## src/rtl/prq_pkg.sv

```systemverilog
// ----------------------------------------------------------------------------
// prq_pkg
// Shared types and constants of the priority ready queue: entry layout,
// operation and status codes, and the derived widths of the slot store.
// ----------------------------------------------------------------------------
package prq_pkg;

    localparam int DEPTH  = 16;
    localparam int CNT_W  = $clog2(DEPTH + 1);
    localparam int IDX_W  = $clog2(DEPTH);
    localparam int OCC_W  = 5;
    localparam int ID_W   = 10;
    localparam int PRIO_W = 8;
    localparam int OP_W   = 2;
    localparam int ST_W   = 2;

    typedef logic [OP_W-1:0] t_op;
    typedef logic [ST_W-1:0] t_status;

    localparam t_op OP_INSERT = 2'd0;
    localparam t_op OP_REMOVE = 2'd1;
    localparam t_op OP_SELECT = 2'd2;

    localparam t_status ST_OK        = 2'd0;
    localparam t_status ST_EMPTY     = 2'd1;
    localparam t_status ST_FULL      = 2'd2;
    localparam t_status ST_NOT_FOUND = 2'd3;

    typedef struct packed {
        logic [ID_W-1:0]   id;
        logic [PRIO_W-1:0] prio;
    } t_entry;

    typedef enum logic [1:0] {
        S_IDLE,
        S_WALK,
        S_DONE
    } t_state;

endpackage

```

## src/rtl/prq_if.sv

```systemverilog
// ----------------------------------------------------------------------------
// prq_cmd_if / prq_res_if
// Valid/ready channels of the priority ready queue: commands in, results out.
// ----------------------------------------------------------------------------
interface prq_cmd_if
    import prq_pkg::*;
();
    logic              valid;
    logic              ready;
    logic [OP_W-1:0]   op;
    logic [ID_W-1:0]   process_id;
    logic [PRIO_W-1:0] priority_req;

    modport source (output valid, output op, output process_id, output priority_req,
                    input ready);
    modport sink   (input valid, input op, input process_id, input priority_req,
                    output ready);
endinterface

interface prq_res_if
    import prq_pkg::*;
();
    logic              valid;
    logic              ready;
    logic [ST_W-1:0]   status;
    logic [ID_W-1:0]   chosen_id;
    logic [PRIO_W-1:0] chosen_priority;
    logic [OCC_W-1:0]  occupancy;

    modport source (output valid, output status, output chosen_id,
                    output chosen_priority, output occupancy, input ready);
    modport sink   (input valid, input status, input chosen_id,
                    input chosen_priority, input occupancy, output ready);
endinterface

```

## src/rtl/prq_ram.sv

```systemverilog
// ----------------------------------------------------------------------------
// prq_ram
// Generic simple dual-port RAM: one write port, one read port with
// registered read data.
// ----------------------------------------------------------------------------
module prq_ram #(
    parameter int WIDTH = 8,
    parameter int DEPTH = 16
) (
    input  logic                     i_clk,
    input  logic                     i_wr_en,
    input  logic [$clog2(DEPTH)-1:0] i_wr_addr,
    input  logic [WIDTH-1:0]         i_wr_data,
    input  logic                     i_rd_en,
    input  logic [$clog2(DEPTH)-1:0] i_rd_addr,
    output logic [WIDTH-1:0]         o_rd_data
);

    logic [WIDTH-1:0] r_mem [DEPTH];
    logic [WIDTH-1:0] r_rd_data;

    always_ff @(posedge i_clk) begin
        if (i_wr_en) begin
            r_mem[i_wr_addr] <= i_wr_data;
        end
        if (i_rd_en) begin
            r_rd_data <= r_mem[i_rd_addr];
        end
    end

    assign o_rd_data = r_rd_data;

endmodule

```

## src/rtl/priority_ready_queue.sv

```systemverilog
// ----------------------------------------------------------------------------
// priority_ready_queue
// Ready queue for highest-priority-first scheduling, slots kept in arrival
// order in a single RAM.
// ----------------------------------------------------------------------------
// One command is in work at a time. Insert, the unused op code, and remove or
// select on an empty queue go straight to the result state, which loads the
// result register once the output register is free. Remove and select on a
// non-empty queue first walk the occupied slots through the RAM read port,
// one slot per cycle, and then load the result register the same way: a
// remove compacts the later slots down as it goes, a select tracks the
// smallest priority (earliest on ties). The queue is ready for the next
// command in the cycle after the result is registered, so a command is
// never accepted while another is in work. A finished result waits in the
// output register while the next command is accepted; the result of that
// command waits until the first is taken, and the input stalls meanwhile.
// ----------------------------------------------------------------------------
module priority_ready_queue
    import prq_pkg::*;
(
    input  logic      i_clk,
    input  logic      i_rst_n,
    prq_cmd_if.sink   i_cmd,
    prq_res_if.source o_res
);

    t_state              r_state, n_state;
    logic [CNT_W-1:0]    r_count, n_count;
    logic [IDX_W-1:0]    r_idx, n_idx;
    logic                r_found, n_found;
    t_op                 r_op;
    logic [ID_W-1:0]     r_pid;
    logic [PRIO_W-1:0]   r_prio;
    t_entry              r_best, n_best;

    logic                r_out_vld, n_out_vld;
    t_status             r_out_status, n_out_status;
    logic [ID_W-1:0]     r_out_id, n_out_id;
    logic [PRIO_W-1:0]   r_out_prio, n_out_prio;
    logic [OCC_W-1:0]    r_out_occ, n_out_occ;

    logic                accept;
    logic                out_free;
    logic                last;
    logic                rd_en;
    logic [IDX_W-1:0]    rd_addr;
    logic                wr_en;
    logic [IDX_W-1:0]    wr_addr;
    t_entry              wr_data;
    t_entry              rd_data;

    prq_ram #(
        .WIDTH ($bits(t_entry)),
        .DEPTH (DEPTH)
    ) u_slots (
        .i_clk     (i_clk),
        .i_wr_en   (wr_en),
        .i_wr_addr (wr_addr),
        .i_wr_data (wr_data),
        .i_rd_en   (rd_en),
        .i_rd_addr (rd_addr),
        .o_rd_data (rd_data)
    );

    assign i_cmd.ready = (r_state == S_IDLE);
    assign accept      = i_cmd.valid && i_cmd.ready;
    assign out_free    = !r_out_vld || o_res.ready;
    assign last        = (CNT_W'(r_idx) + CNT_W'(1)) == r_count;

    // next state
    always_comb begin
        n_state = r_state;
        case (r_state)
            S_IDLE: begin
                if (accept) begin
                    if ((i_cmd.op inside {OP_REMOVE, OP_SELECT}) && r_count != '0) begin
                        n_state = S_WALK;
                    end else begin
                        n_state = S_DONE;
                    end
                end
            end
            S_WALK: begin
                if (last) begin
                    n_state = S_DONE;
                end
            end
            S_DONE: begin
                if (out_free) begin
                    n_state = S_IDLE;
                end
            end
            default: n_state = S_IDLE;
        endcase
    end

    // datapath and outputs
    always_comb begin
        n_count      = r_count;
        n_idx        = r_idx;
        n_found      = r_found;
        n_best       = r_best;
        n_out_vld    = r_out_vld && !o_res.ready;
        n_out_status = r_out_status;
        n_out_id     = r_out_id;
        n_out_prio   = r_out_prio;
        n_out_occ    = r_out_occ;
        rd_en        = 1'b0;
        rd_addr      = r_idx + IDX_W'(1);
        wr_en        = 1'b0;
        wr_addr      = r_idx - IDX_W'(1);
        wr_data      = rd_data;
        case (r_state)
            S_IDLE: begin
                if (accept) begin
                    rd_en   = 1'b1;
                    rd_addr = '0;
                    n_idx   = '0;
                    n_found = 1'b0;
                end
            end
            S_WALK: begin
                rd_en = !last;
                n_idx = r_idx + IDX_W'(1);
                if (r_idx == '0 || rd_data.prio < r_best.prio) begin
                    n_best = rd_data;
                end
                // compact later slots down once the match has been passed
                if (r_found) begin
                    wr_en = 1'b1;
                end else if (r_op == OP_REMOVE && rd_data.id == r_pid) begin
                    n_found = 1'b1;
                end
            end
            S_DONE: begin
                if (out_free) begin
                    n_out_vld    = 1'b1;
                    n_out_status = ST_OK;
                    n_out_id     = '0;
                    n_out_prio   = '0;
                    case (r_op)
                        OP_INSERT: begin
                            if (r_count == CNT_W'(DEPTH)) begin
                                n_out_status = ST_FULL;
                            end else begin
                                wr_en        = 1'b1;
                                wr_addr      = r_count[IDX_W-1:0];
                                wr_data.id   = r_pid;
                                wr_data.prio = r_prio;
                                n_count      = r_count + CNT_W'(1);
                            end
                        end
                        OP_REMOVE: begin
                            if (r_found) begin
                                n_count = r_count - CNT_W'(1);
                            end else begin
                                n_out_status = ST_NOT_FOUND;
                            end
                        end
                        OP_SELECT: begin
                            if (r_count == '0) begin
                                n_out_status = ST_EMPTY;
                            end else begin
                                n_out_id   = r_best.id;
                                n_out_prio = r_best.prio;
                            end
                        end
                        default: n_out_status = ST_OK;
                    endcase
                    n_out_occ = OCC_W'(n_count);
                end
            end
            default: n_idx = r_idx;
        endcase
    end

    always_ff @(posedge i_clk) begin
        if (!i_rst_n) begin
            r_state   <= S_IDLE;
            r_count   <= '0;
            r_out_vld <= 1'b0;
            r_found   <= 1'b0;
        end else begin
            r_state   <= n_state;
            r_count   <= n_count;
            r_out_vld <= n_out_vld;
            r_found   <= n_found;
        end
    end

    always_ff @(posedge i_clk) begin
        if (accept) begin
            r_op   <= i_cmd.op;
            r_pid  <= i_cmd.process_id;
            r_prio <= i_cmd.priority_req;
        end
        r_idx        <= n_idx;
        r_best       <= n_best;
        r_out_status <= n_out_status;
        r_out_id     <= n_out_id;
        r_out_prio   <= n_out_prio;
        r_out_occ    <= n_out_occ;
    end

    assign o_res.valid           = r_out_vld;
    assign o_res.status          = r_out_status;
    assign o_res.chosen_id       = r_out_id;
    assign o_res.chosen_priority = r_out_prio;
    assign o_res.occupancy       = r_out_occ;

endmodule

```

## src/flat_wrapper.sv

```systemverilog
// flat-port wrapper written by rule: the top's interface ports become plain ports
module priority_ready_queue_flat import prq_pkg::*;
  (i_clk, i_rst_n, i_cmd_valid, i_cmd_op, i_cmd_process_id, i_cmd_priority_req, i_cmd_ready, o_res_valid, o_res_status, o_res_chosen_id, o_res_chosen_priority, o_res_occupancy, o_res_ready);
  prq_cmd_if i_cmd_i ();
  prq_res_if o_res_i ();
  input  logic i_clk;
  input  logic i_rst_n;
  input wire logic [$bits(i_cmd_i.valid)-1:0] i_cmd_valid;
  input wire logic [$bits(i_cmd_i.op)-1:0] i_cmd_op;
  input wire logic [$bits(i_cmd_i.process_id)-1:0] i_cmd_process_id;
  input wire logic [$bits(i_cmd_i.priority_req)-1:0] i_cmd_priority_req;
  output wire logic [$bits(i_cmd_i.ready)-1:0] i_cmd_ready;
  output wire logic [$bits(o_res_i.valid)-1:0] o_res_valid;
  output wire logic [$bits(o_res_i.status)-1:0] o_res_status;
  output wire logic [$bits(o_res_i.chosen_id)-1:0] o_res_chosen_id;
  output wire logic [$bits(o_res_i.chosen_priority)-1:0] o_res_chosen_priority;
  output wire logic [$bits(o_res_i.occupancy)-1:0] o_res_occupancy;
  input wire logic [$bits(o_res_i.ready)-1:0] o_res_ready;
  assign i_cmd_i.valid = i_cmd_valid;
  assign i_cmd_i.op = i_cmd_op;
  assign i_cmd_i.process_id = i_cmd_process_id;
  assign i_cmd_i.priority_req = i_cmd_priority_req;
  assign i_cmd_ready = i_cmd_i.ready;
  assign o_res_valid = o_res_i.valid;
  assign o_res_status = o_res_i.status;
  assign o_res_chosen_id = o_res_i.chosen_id;
  assign o_res_chosen_priority = o_res_i.chosen_priority;
  assign o_res_occupancy = o_res_i.occupancy;
  assign o_res_i.ready = o_res_ready;
  priority_ready_queue u_core (.i_clk(i_clk), .i_rst_n(i_rst_n), .i_cmd(i_cmd_i), .o_res(o_res_i));
endmodule
```

## config.mk

```make
export PLATFORM = sky130hd
export DESIGN_NAME = priority_ready_queue_flat
export DESIGN_NICKNAME = d
export VERILOG_FILES = /design/src/rtl/prq_pkg.sv /design/src/rtl/prq_if.sv /design/src/rtl/prq_ram.sv /design/src/rtl/priority_ready_queue.sv /design/src/flat_wrapper.sv
export SDC_FILE = /design/constraint.sdc
export NUM_CORES = 1
export LEC_CHECK = 0
export BUFFER_PORTS_ARGS = -buffer_cell sky130_fd_sc_hd__buf_4
export CAP_MARGIN = 40
export CORE_UTILIZATION = 40
export CTS_CLUSTER_DIAMETER = 150
export DETAILED_ROUTE_END_ITERATION = 10
export GPL_TIMING_DRIVEN = 0
export RECOVER_POWER = 100
export SLEW_MARGIN = 25
export SYNTH_ARGS = -nofsm -noshare
export SYNTH_HDL_FRONTEND = slang
export SYNTH_HIERARCHICAL = 1
export SYNTH_SLANG_ARGS = --single-unit
export TNS_END_PERCENT = 20
```

## constraint.sdc

```tcl
create_clock -name i_clk -period 5.85 [get_ports i_clk]
set_clock_uncertainty 0.15 [all_clocks]
set_input_delay 0.8775 -clock i_clk [delete_from_list [all_inputs] [get_ports i_clk]]
set_output_delay 0.8775 -clock i_clk [all_outputs]
set_load 0.005 [all_outputs]
```

==> out/metrics.yaml <==
setup_path:
  endpoint_kind: "flop"
  crit_fanout: 29
  arrival_ns: 4.96
  cpPeakStageDelay_ns: 0.63
  cp_cell_sequence: "clkbuf_4 > nor2b_1 > nand2b_1 > clkbuf_1 > inv_1 > nand3b_2 > buf_2 > nor2_1 > a21oi_1 > nand2_1 > nor2_1 > buf_6"
  crit_slowest_cell: "a21oi_1"
  crit_required_ns: 5.93
  crit_top_cell: "nor2_1"
  start_kind: "input port"
  worstSetupPathType: "in -> reg"
timing:
  period_share_pct: 83.6
  period_needed_ns: 4.89
  max_freq_mhz: 205
  tightest_slew_ns: 1.31
  relSlewSlack_pct: 11.7
  rsz0062_at_grt: "false"
  slew_viol_final: 0
  hold_ws_ns: 0.333
  tns_ns: 0
  final-hold-violation-count: 0
  setup_violations: 0
global_routing:
  grt_overflow: 0
  grt_first_pass_wirelength_um: 46400
  track_usage_pct: 16.2
  grt_pass1_vias: 7573
  grt_max_degree: 30
  antenna_found_initial: 0
synth:
  syn_area_mm2: 0.0152
  ys_ff_latch: 382
  synth_edf_count: 373
  synth_nets: 808
  synth_ff_type: "edfxtp_1"
  synth.avg_cell_area_um2: 19.7
  yosysUniqueCellTypes: 58
  ys_seq_area_share_pct: 74.9
  syn_inst: 769
  synthArstFlopShare_pct: 0
  ys_warn_count: 6
clocking:
  path_clk_slew_ns: 0.06
  cts_made_buffers: 40
  clk_latency_ns: 0.53
  clock-root-buffer: "clkbuf_16"
  h-tree-depth: 2
  holdBufCountCts: 0
  postCtsSetupBuffers: 0
  cts_tree: "built"
  cts-resized-gates: 0
  cts.path.max_buffers: 3
  clock_sinks: 382
route:
  drtIter0Drc: 557
  postRouteAntennaNets: 0
  vias_per_cell: 5.26
  drtPass1Iterations: 5
  routedWlPerCell_um: 21.7
  drt_wl_total_um: 30800
  drc_errors: 0
  vias: 7475
finish:
  utilization_pct: 47.3
  nets: 917
  drive_gt1_share_pct: 21.2
  syn_to_final_growth_pct: 16.7
  design_area_mm2: 0.0177
  diodes: 0
  nFillCells: 3149
pwr:
  seqPwrFrac_pct: 48.2
  ir_worst_vdd_uv: 189
  power.share.switching_pct: 25.2
  p_int_w: 0.00529
  comb_power_share_pct: 15.9
  p_sw_w: 0.00179
  total_power_w: 0.00708
  p_per_area_mw_per_mm2: 399
  p_clk_share_pct: 35.9
  leakagePower_nw: 5.84
floorplanning:
  core_mm2: 0.0375
  die_area_mm2: 0.0387
  die_width_um: 197
  ios: 51
  die_y_um: 197
  fp-row-count: 71
  initial_utilization_pct: 40.5
place:
  dp_hpwl_um: 20200
  io_buffers: 50
  gp_congestion: 0.826
  post_dp_cell_area_mm2: 0.0165
job:
  drv_cap: 0
worst_hold_path:
  min_path_type: "reg -> reg"
run_status:
  outcome: "completed"
[placed cells by master, fill, tap and decap left out, types with 3 or more instances in the layout]
master	instances
buf_6	9
dfxtp_1	9
mux2_1	19
clkbuf_16	42
inv_1	20
and2_1	7
mux4_1	22
ha_1	15
buf_4	9
nor2_1	17
and2_0	11
nand4_1	4
edfxtp_1	373
buf_16	3
clkinv_2	4
buf_2	7
a22oi_1	36
xor2_1	8
nor2b_1	6
clkinv_1	11
nand2b_1	6
o21ai_0	7
mux4_2	50
bufinv_16	5
xnor2_1	12
clkbuf_4	47
clkbuf_1	36
nor3_2	3
nor2_4	7
nand2_1	36
nand3_1	5
nor3_1	12
a21oi_1	8
[sequential cells by signal, indices dropped and copies added (netlist names)]
| signal | cells |
|---|---|
| u_core/r_pid | 10 |
| u_core/o_res.valid | 1 |
| u_core/u_slots/r_mem | 288 |
| u_core/o_res.chosen_priority | 8 |
| u_core/o_res.chosen_id | 10 |
| u_core/r_idx | 4 |
| u_core/r_best | 18 |
| u_core/r_state | 2 |
| u_core/o_res.status | 2 |
| u_core/r_op | 2 |
| u_core/r_prio | 8 |
| u_core/o_res.occupancy | 5 |
| u_core/u_slots/o_rd_data | 18 |
| u_core/r_found | 1 |
| u_core/r_count | 5 |
[cells in the mapped netlist (2+ instances only)]
master      n  area share, %
mux4_1     22            3.8
and2_1     18           0.74
clkbuf_1   12           0.30
nand2b_1    6           0.25
nand3b_1    2          0.099
nor2_1     24           0.59
inv_1      19           0.47
mux2_2      3           0.22
a21o_1      2          0.099
buf_4       3           0.15
buf_2       9           0.30
mux4_2     50            7.4
nor2b_1     6           0.25
o21ai_1     4           0.13
ha_1       15            1.2
nand2_1    36           0.89
buf_1       4          0.099
a31oi_1     2          0.082
o21ai_0     4           0.13
mux2_1     17            1.3
inv_2       2          0.049
dfxtp_1     9            1.2
nor3_1     15           0.49
a22oi_1    36            1.8
o211a_1     2           0.13
xnor2_1    12           0.69
xor2_1      8           0.46
and3_1      2          0.082
o211ai_1    2          0.099
buf_6       7           0.52
a21oi_1     7           0.23
nand4_1     4           0.16
nand3_1     5           0.16
a211o_1     2           0.12
a21boi_1    2          0.099
a22o_1      2           0.12
edfxtp_1  373             74
[worst max-delay path, delay by kind of cell]
family                 cells  cell delay, ns
AOI/OAI and AO/OA          1            0.63
buffers and inverters      5            1.58
and+or+nand+nor            6            1.86
[through the flow]
step / instances / setup WS, ns
finish: 1420 / 0.961
global route: 1420 / 0.566
CTS: 1418 / 1.43
detailed placement: 1345 / 0.919
global placement: 1330 / -0.639
floorplan: 769 / 1.31
[worst paths after layout]
| check | slack, ns | cells past startpoint | from | to |
|---|---|---|---|---|
| max | 0.96 | 12 | o_res_ready | u_core/u_slots/r_mem[11][5]$_DFFE_PP_ |
| min | 0.33 | 2 | u_core/r_state[0]$_SDFFE_PN0P_ | u_core/r_state[0]$_SDFFE_PN0P_ |
| max reg2reg | 1.01 | 12 | u_core/r_state[0]$_SDFFE_PN0P_ | u_core/u_slots/r_mem[11][5]$_DFFE_PP_ |
| min reg2reg | 0.33 | 2 | u_core/r_state[0]$_SDFFE_PN0P_ | u_core/r_state[0]$_SDFFE_PN0P_ |
[power groups by stage]
stage | clock (W) | combinational (W) | sequential, W
after global placement | 0 | 0.00110 | 0.00347
after global routing | 0.00269 | 0.00122 | 0.00343
after floorplan | 0 | 0.000720 | 0.00345
after CTS | 0.00260 | 0.00115 | 0.00342
final | 0.00254 | 0.00112 | 0.00341
after detailed placement | 0 | 0.00115 | 0.00347
[area by class of cell]
class	instances	area (µm²)	area share, %
multi-input combinational	330	3570	20.1
clock inverter	21	228	1.28
sequential	382	11400	64.2
clock buffer	52	1090	6.14
tap	511	639	3.61
timing repair buffer	67	537	3.03
inverter	21	78.8	0.445
buffer	36	208	1.17
[routing by layer]
layer	GRT usage, %	vias up	routed length (µm)
met3	2.86	53	1880
met4	5.34	0	705
met5	0	-	0
met2	26.9	213	15000
met1	21.8	3859	13300
li1	-	3350	-
[kinds of logic after synthesis]
family | after synthesis | share of synthesized area (%)
muxes | 93 | 12.8
DFF | 382 | 74.9
and+or+nand+nor | 126 | 4.24
AOI/OAI and AO/OA | 75 | 3.59
xor gates and xnor gates | 21 | 1.31
adders and majority gates | 15 | 1.24
buffers and inverters | 57 | 1.91
Note: power is estimated with default switching activity, not from simulation.
